==> config.mk <==
export PLATFORM = sky130hd
export DESIGN_NAME = descriptor_free_map_allocator_unit_flat
export DESIGN_NICKNAME = d
export VERILOG_FILES = /design/src/dfma_pkg.sv /design/src/dfma_if.sv /design/src/dfma_pick.sv /design/src/descriptor_free_map_allocator_unit.sv /design/src/flat_wrapper.sv
export SDC_FILE = /design/constraint.sdc
export NUM_CORES = 1
export LEC_CHECK = 0
export BUFFER_PORTS_ARGS = -buffer_cell sky130_fd_sc_hd__clkbuf_2
export CORE_ASPECT_RATIO = 1.4
export CORE_MARGIN = 4
export CORE_UTILIZATION = 45
export CTS_BUF_LIST = sky130_fd_sc_hd__clkbuf_8
export CTS_CLUSTER_SIZE = 10
export DETAILED_ROUTE_END_ITERATION = 16
export GPL_ROUTABILITY_DRIVEN = 0
export GPL_TIMING_DRIVEN = 0
export PLACE_DENSITY = 0.68
export SYNTH_ARGS = -nofsm -noshare
export SYNTH_HDL_FRONTEND = slang
export SYNTH_SLANG_ARGS = --single-unit
==> constraint.sdc <==
create_clock -name clk -period 3.08 [get_ports clk]
set_clock_uncertainty 0.1 [all_clocks]
set_input_delay 0.308 -clock clk [delete_from_list [all_inputs] [get_ports clk]]
set_output_delay 0.308 -clock clk [all_outputs]
set_load 0.03 [all_outputs]
==> src/dfma_pkg.sv <==
// dfma_pkg: request kinds, status codes and the slot pick record
// shared by the descriptor free map allocator modules
// no dependencies
package dfma_pkg;

  localparam int SLOT_W = 6;

  typedef enum logic [1:0] {
    KIND_ALLOC = 2'd0,
    KIND_CHAIN = 2'd1,
    KIND_FREE  = 2'd2
  } kind_t;

  typedef enum logic [1:0] {
    ST_OK      = 2'd0,
    ST_NOSLOT  = 2'd1,
    ST_INVALID = 2'd2,
    ST_DOUBLE  = 2'd3
  } status_t;

  typedef struct packed {
    logic              any_free;
    logic              three_free;
    logic [SLOT_W-1:0] first;
    logic [SLOT_W-1:0] second;
    logic [SLOT_W-1:0] third;
  } pick_t;

endpackage

==> src/dfma_if.sv <==
// dfma_req_if and dfma_rsp_if: valid/ready channels of the allocator
// depends on nothing but the field widths of the allocator
interface dfma_req_if;
  logic       valid;
  logic       ready;
  logic [1:0] kind;
  logic [7:0] slot_to_release;

  modport source (output valid, kind, slot_to_release, input ready);
  modport sink   (input valid, kind, slot_to_release, output ready);
endinterface

interface dfma_rsp_if;
  logic       valid;
  logic       ready;
  logic [1:0] status;
  logic [5:0] first_slot;
  logic [5:0] second_slot;
  logic [5:0] third_slot;

  modport source (output valid, status, first_slot, second_slot, third_slot, input ready);
  modport sink   (input valid, status, first_slot, second_slot, third_slot, output ready);
endinterface

==> src/dfma_pick.sv <==
// dfma_pick: finds the three lowest free slots of the free map and the maps left
// after taking one or three of them
// depends on dfma_pkg
module dfma_pick #(
  parameter int SLOT_COUNT = 8
) (
  input  logic [SLOT_COUNT-1:0] free_map,
  output dfma_pkg::pick_t       pick,
  output logic [SLOT_COUNT-1:0] map_after_one,
  output logic [SLOT_COUNT-1:0] map_after_three
);

  logic [SLOT_COUNT-1:0] oh0;
  logic [SLOT_COUNT-1:0] oh1;
  logic [SLOT_COUNT-1:0] oh2;
  logic [SLOT_COUNT-1:0] m1;
  logic [SLOT_COUNT-1:0] m2;

  function automatic logic [dfma_pkg::SLOT_W-1:0] encode(logic [SLOT_COUNT-1:0] oh);
    logic [dfma_pkg::SLOT_W-1:0] r;
    r = '0;
    for (int s = 0; s < SLOT_COUNT; s++) begin
      if (oh[s]) begin
        r = r | dfma_pkg::SLOT_W'(s);
      end
    end
    return r;
  endfunction

  always_comb begin
    oh0 = free_map & (~free_map + SLOT_COUNT'(1));
    m1  = free_map & ~oh0;
    oh1 = m1 & (~m1 + SLOT_COUNT'(1));
    m2  = m1 & ~oh1;
    oh2 = m2 & (~m2 + SLOT_COUNT'(1));

    pick.any_free   = |free_map;
    pick.three_free = |m2;
    pick.first      = encode(oh0);
    pick.second     = encode(oh1);
    pick.third      = encode(oh2);

    map_after_one   = m1;
    map_after_three = m2 & ~oh2;
  end

endmodule

==> src/descriptor_free_map_allocator_unit.sv <==
// Descriptor free map allocator: one free bit per slot, all set after reset.
// A request is held in an input register, then resolved against the free map by
// the lowest-free-slot pick logic, which writes the result register and the map
// together, so a result passes the input register and then the result register;
// one request is taken every cycle while results are being taken, since the map
// update for one request lands at the same edge its result is registered.
// depends on dfma_pkg, dfma_if and dfma_pick
module descriptor_free_map_allocator_unit #(
  parameter int SLOT_COUNT = 8
) (
  input  logic              clk,
  input  logic              rst,
  dfma_req_if.sink          req,
  dfma_rsp_if.source        rsp
);

  localparam int IDX_W = $clog2(SLOT_COUNT);

  logic                  in_valid;
  logic [1:0]            kind_q;
  logic [7:0]            slot_q;
  logic [SLOT_COUNT-1:0] free_map;
  logic [SLOT_COUNT-1:0] free_map_next;
  logic [SLOT_COUNT-1:0] map_after_one;
  logic [SLOT_COUNT-1:0] map_after_three;
  dfma_pkg::pick_t       pick;
  logic                  advance;

  logic [1:0]                  status_next;
  logic [dfma_pkg::SLOT_W-1:0] first_next;
  logic [dfma_pkg::SLOT_W-1:0] second_next;
  logic [dfma_pkg::SLOT_W-1:0] third_next;

  dfma_pick #(.SLOT_COUNT(SLOT_COUNT)) u_pick (
    .free_map        (free_map),
    .pick            (pick),
    .map_after_one   (map_after_one),
    .map_after_three (map_after_three)
  );

  assign advance   = in_valid && (!rsp.valid || rsp.ready);
  assign req.ready = !in_valid || advance;

  always_comb begin
    status_next   = dfma_pkg::ST_OK;
    first_next    = '0;
    second_next   = '0;
    third_next    = '0;
    free_map_next = free_map;
    unique case (dfma_pkg::kind_t'(kind_q))
      dfma_pkg::KIND_ALLOC: begin
        if (pick.any_free) begin
          free_map_next = map_after_one;
          first_next    = pick.first;
        end else begin
          status_next = dfma_pkg::ST_NOSLOT;
        end
      end
      dfma_pkg::KIND_CHAIN: begin
        if (pick.three_free) begin
          free_map_next = map_after_three;
          first_next    = pick.first;
          second_next   = pick.second;
          third_next    = pick.third;
        end else begin
          status_next = dfma_pkg::ST_NOSLOT;
        end
      end
      dfma_pkg::KIND_FREE: begin
        if (slot_q >= 8'(SLOT_COUNT)) begin
          status_next = dfma_pkg::ST_INVALID;
        end else if (free_map[slot_q[IDX_W-1:0]]) begin
          status_next = dfma_pkg::ST_DOUBLE;
        end else begin
          free_map_next = free_map | (SLOT_COUNT'(1) << slot_q[IDX_W-1:0]);
        end
      end
      default: begin
        status_next = dfma_pkg::ST_INVALID;
      end
    endcase
  end

  always_ff @(posedge clk) begin
    if (rst) begin
      in_valid  <= 1'b0;
      rsp.valid <= 1'b0;
      free_map  <= '1;
    end else begin
      if (req.valid && req.ready) begin
        in_valid <= 1'b1;
      end else if (advance) begin
        in_valid <= 1'b0;
      end
      if (advance) begin
        rsp.valid <= 1'b1;
        free_map  <= free_map_next;
      end else if (rsp.ready) begin
        rsp.valid <= 1'b0;
      end
    end
  end

  always_ff @(posedge clk) begin
    if (req.valid && req.ready) begin
      kind_q <= req.kind;
      slot_q <= req.slot_to_release;
    end
    if (advance) begin
      rsp.status      <= status_next;
      rsp.first_slot  <= first_next;
      rsp.second_slot <= second_next;
      rsp.third_slot  <= third_next;
    end
  end

  a_chain_ascending: assert property (@(posedge clk) disable iff (rst)
    advance && kind_q == dfma_pkg::KIND_CHAIN && pick.three_free
      |-> pick.first < pick.second && pick.second < pick.third)
    else $error("chain slots not ascending");

  a_alloc_takes_one: assert property (@(posedge clk) disable iff (rst)
    advance && kind_q == dfma_pkg::KIND_ALLOC && pick.any_free
      |=> $countones(free_map) == $past($countones(free_map)) - 1)
    else $error("single allocate did not take exactly one slot");

  a_fail_slots_zero: assert property (@(posedge clk) disable iff (rst)
    rsp.valid && rsp.status != dfma_pkg::ST_OK
      |-> rsp.first_slot == '0 && rsp.second_slot == '0 && rsp.third_slot == '0)
    else $error("slot fields set on failed request");

  a_held_request_kept: assert property (@(posedge clk) disable iff (rst)
    in_valid && !advance |=> in_valid && $stable(kind_q) && $stable(slot_q))
    else $error("held request lost");

endmodule
==> src/flat_wrapper.sv <==
// flat-port wrapper written by rule: the top's interface ports become plain ports
module descriptor_free_map_allocator_unit_flat 
#(
  parameter int SLOT_COUNT = 8
)
  (clk, rst, req_valid, req_kind, req_slot_to_release, req_ready, rsp_valid, rsp_status, rsp_first_slot, rsp_second_slot, rsp_third_slot, rsp_ready);
  dfma_req_if req_i ();
  dfma_rsp_if rsp_i ();
  input  logic clk;
  input  logic rst;
  input wire logic [$bits(req_i.valid)-1:0] req_valid;
  input wire logic [$bits(req_i.kind)-1:0] req_kind;
  input wire logic [$bits(req_i.slot_to_release)-1:0] req_slot_to_release;
  output wire logic [$bits(req_i.ready)-1:0] req_ready;
  output wire logic [$bits(rsp_i.valid)-1:0] rsp_valid;
  output wire logic [$bits(rsp_i.status)-1:0] rsp_status;
  output wire logic [$bits(rsp_i.first_slot)-1:0] rsp_first_slot;
  output wire logic [$bits(rsp_i.second_slot)-1:0] rsp_second_slot;
  output wire logic [$bits(rsp_i.third_slot)-1:0] rsp_third_slot;
  input wire logic [$bits(rsp_i.ready)-1:0] rsp_ready;
  assign req_i.valid = req_valid;
  assign req_i.kind = req_kind;
  assign req_i.slot_to_release = req_slot_to_release;
  assign req_ready = req_i.ready;
  assign rsp_valid = rsp_i.valid;
  assign rsp_status = rsp_i.status;
  assign rsp_first_slot = rsp_i.first_slot;
  assign rsp_second_slot = rsp_i.second_slot;
  assign rsp_third_slot = rsp_i.third_slot;
  assign rsp_i.ready = rsp_ready;
  descriptor_free_map_allocator_unit #(.SLOT_COUNT(SLOT_COUNT)) u_core (.clk(clk), .rst(rst), .req(req_i), .rsp(rsp_i));
endmodule
==> results.md <==
- Ant diodes: 0
- R2r startpoint: u_core.rsp.valid$_SDFFE_PP0P_
- Hold bufs inserted after CTS: 0
- Root Buffer: clkbuf_8
- CTS tree: built
- Max-cap viol count: 0
- Worst min path class: input port to flip-flop
- Synth-to-layout area growth: 14.21%
- Place WS: 0.2429 ns
- # IOs: 36
- Setup CP Type: flip-flop to flip-flop
- Area leader, netlist: edfxtp_1
- CTS resizes: 0
- Hold_ws: about 0.097 ns
- CTS Sinks: 31
- Vias per cell: 5.929
- Port bufs: 26
- Core Region: between 0.004 and 0.005 mm^2
- Cells after Synth: 259
- Die H: just over 90 um
- Total power: between 0.9 and 1 mW
- Crit path max-delay family: simple AND/OR/NAND/NOR gates
- Reg-to-reg setup timing slack: between 0.15 and 0.2 ns
- First-pass GRT wire length: between 9 and 10 mm
- Reg2Reg Capture Point: u_core.free_map[1]$_SDFFE_PP1P_
- Hold endpoint: u_core.slot_q[2]$_DFFE_PP_
- Wire per inst: roughly 16 um
- GRT overflow: 0
- Vias in the first global route: 2,016
- Gr usage total: 0.2047
- WL final: 5.908 mm
- Max Transition Viols Final: 0
- Multi-input gate area: 0.001267 mm^2
- Slew @ Worst Pin: 1.250 ns
- Crit start category: flip-flop
- Synthesized area per cell: just under 9 um^2
- Hold_sp: req_slot_to_release[2]
- Fillers: approximately 470
- Crit. End Element: flip-flop
- Final setup vio count: 0
- Relative slew slack: 0.1647
- Hold Crit Depth: 1
- Postcts setup bufs: 0
- Crit-path most repeated cell: nor2b_1
- Crit path buf inv count: 0
- Placed Area: 0.002502 mm^2
- Critical path data required time: between 3 and 4 ns
- Yosys cell types: between 60 and 70
- Setup tns final: 0 ns
- Post-DRT Antenna Nets: 0
- Die area: roughly 0.0062 mm^2
- Via Count: between 2k and 2.5k
- CTS Buf Count: 5
- Clock Tree Buf Depth: 2
- Critical path fanouts, max: 12
- Mapped Area: roughly 0.0023 mm^2
- Power Dens Cells: 378.0 mW/mm^2
- Final-report hold violation count: 0
- Ys async rst share: 0
- Worst path slowest cell: nor2b_1
- Reg clk slew, reported paths: 0.07 ns
- Largest net degree at the start of global routing: 13
- Final worst path period share: 0.9399
- Die X: 67.92 um
- Initial antenna violation count: 0
- 1st-pass router iterations: 4
- #FFs+latches synth: 31
- Crit-path cells: nor2b_1, nor2b_1, o2111ai_2, nand4b_1, a221o_1
- RSZ-0062 raised after global routing: false
- Post-route minimum period: between 2 and 3 ns
- Reg area: 830.8 um^2
- Leak: 0.9798 nW
- Worst reg2reg path depth: 5
- Cell area after layout: ~0.0026 mm^2
- Fmax: between 0.3 and 0.4 GHz
- Ys flop type: edfxtp_1
- Final worst slack: about 0.18 ns
- Post-synth EDFFs: 21
- DRC: 0
- Layout cell share with drive strength beyond 1: 0.1894
- Sequential area share after synthesis: 0.3673
- Starting Density: 0.4672
- Status: finished, final reports clean
- Peak VDD IR: 296.7 uV
- Hpwl dp: roughly 4.4 mm
- Row cnt: 30
- Nets@finish: 318
- Top-area cell type share of the netlist area: 0.2788
- Synth area leaders: edfxtp_1 (28%), dfxtp_1 (8.8%), nor2_1 (4.1%), a21oi_1 (4.0%), nand2_1 (3.5%)
- Initial DRC count: between 200 and 250
- Crit-path max cell delay: 0.95 ns
- Worst path arrival time: 2.95 ns
- Clk_lat worst skew: around 0.28 ns
- Synth Warn #: 0
- H-Tree Depth: 2
## cell families after synthesis
kind of cell	count (synthesis)	share of synthesized area
mux	9	0.04148
compound gates	87	0.2782
flops	31	0.3673
other cells	1	0.001658
fa+ha+maj	7	0.03540
simple gates	86	0.1903
buf+inv	38	0.08573
## per-layer routing
metal  global-route usage  vias up  wire length (um)
met5                    0        -                 0
met3              0.03799       29               455
li1                     -     1034                 -
met2               0.3347      126              2898
met1               0.2280      975              2179
met4               0.1476        0               376
## report_power, final
group | total (mW) | internal [mW] | leakage, nW | switching [mW]
clock network | 0.298 | 0.152 | 0.0468 | 0.146
registers | 0.479 | 0.467 | 0.285 | 0.0118
logic | 0.200 | 0.0676 | 0.648 | 0.132
## layout by cell type (no fill, tap or decap), drive strengths merged, types with 3 or more instances in the layout
cell type and n:
nor3b 3, ha 4, a21oi 19, nor2 25
edfxtp 21, clkbuf 48, inv 8, a211oi 4
nand2 21, a21boi 4, o21ai 14, conb 9
o31ai 5, nand3 4, o211ai 4, o21a 3
nor3 8, maj3 3, or3 4, dfxtp 10
nor4 4, buf 14, o311ai 3, mux2i 6
nor2b 6, mux2 3, a31oi 7, nand2b 4
## per-stage QoR
step                        util  instances
after floorplan                -        267
after global placement    0.5168        357
after detailed placement  0.5168        357
after CTS                 0.5336        365
after global routing      0.5336        365
final                     0.5336        365
## synth_stat cells (5+ instances only)
master / n
a21oi_1: 18
a31oi_1: 7
buf_4: 9
clkbuf_1: 17
dfxtp_1: 10
edfxtp_1: 21
inv_1: 7
mux2i_1: 6
nand2_1: 21
nor2_1: 25
nor2b_1: 5
nor3_1: 8
o21ai_0: 11
o31ai_1: 5
## registers in the layout, indices dropped and copies added (netlist names)
| signal | count |
|---|---|
| u_core.free_map | 8 |
| u_core.kind_q | 2 |
| u_core.rsp.first_slot | 3 |
| u_core.rsp.third_slot | 3 |
| u_core.rsp.second_slot | 3 |
| u_core.in_valid | 1 |
| u_core.slot_q | 8 |
| u_core.rsp.status | 2 |
| u_core.rsp.valid | 1 |
## worst register-to-register path, delay by kind of cell (launching register included)
family / cells / cell delay (ns)
DFF: 1 / 0.31
AOI/OAI and AO/OA: 2 / 0.93
and+or+nand+nor: 3 / 1.42
## worst max-delay path by stage
| stage | start | end | slack [ns] | cells after the start |
|---|---|---|---|---|
| 3_3_place_gp | rsp_ready | u_core.free_map[1]$_SDFFE_PP1P_ | 0.34 | 6 |
| 5_1_grt | u_core.rsp.valid$_SDFFE_PP0P_ | u_core.free_map[1]$_SDFFE_PP1P_ | 0.1 | 5 |
| 2_1_floorplan | u_core.rsp.valid$_SDFFE_PP0P_ | u_core.free_map[1]$_SDFFE_PP1P_ | 0.72 | 5 |
| 3_5_place_dp | rsp_ready | u_core.free_map[1]$_SDFFE_PP1P_ | 0.24 | 6 |
| 6_report | u_core.rsp.valid$_SDFFE_PP0P_ | u_core.free_map[1]$_SDFFE_PP1P_ | 0.18 | 5 |
| 4_1_cts | u_core.rsp.valid$_SDFFE_PP0P_ | u_core.free_map[1]$_SDFFE_PP1P_ | 0.22 | 5 |
## cell type report
type | instances | area share
multi-input cells | 198 | 0.4906
flip-flops and latches | 31 | 0.3215
plain buffers | 31 | 0.06489
repair buffers | 26 | 0.05036
well taps | 64 | 0.03099
clock buffers | 5 | 0.02663
inverters | 7 | 0.01017
clock inverters | 3 | 0.004843
(Power assumes the default switching activity.)
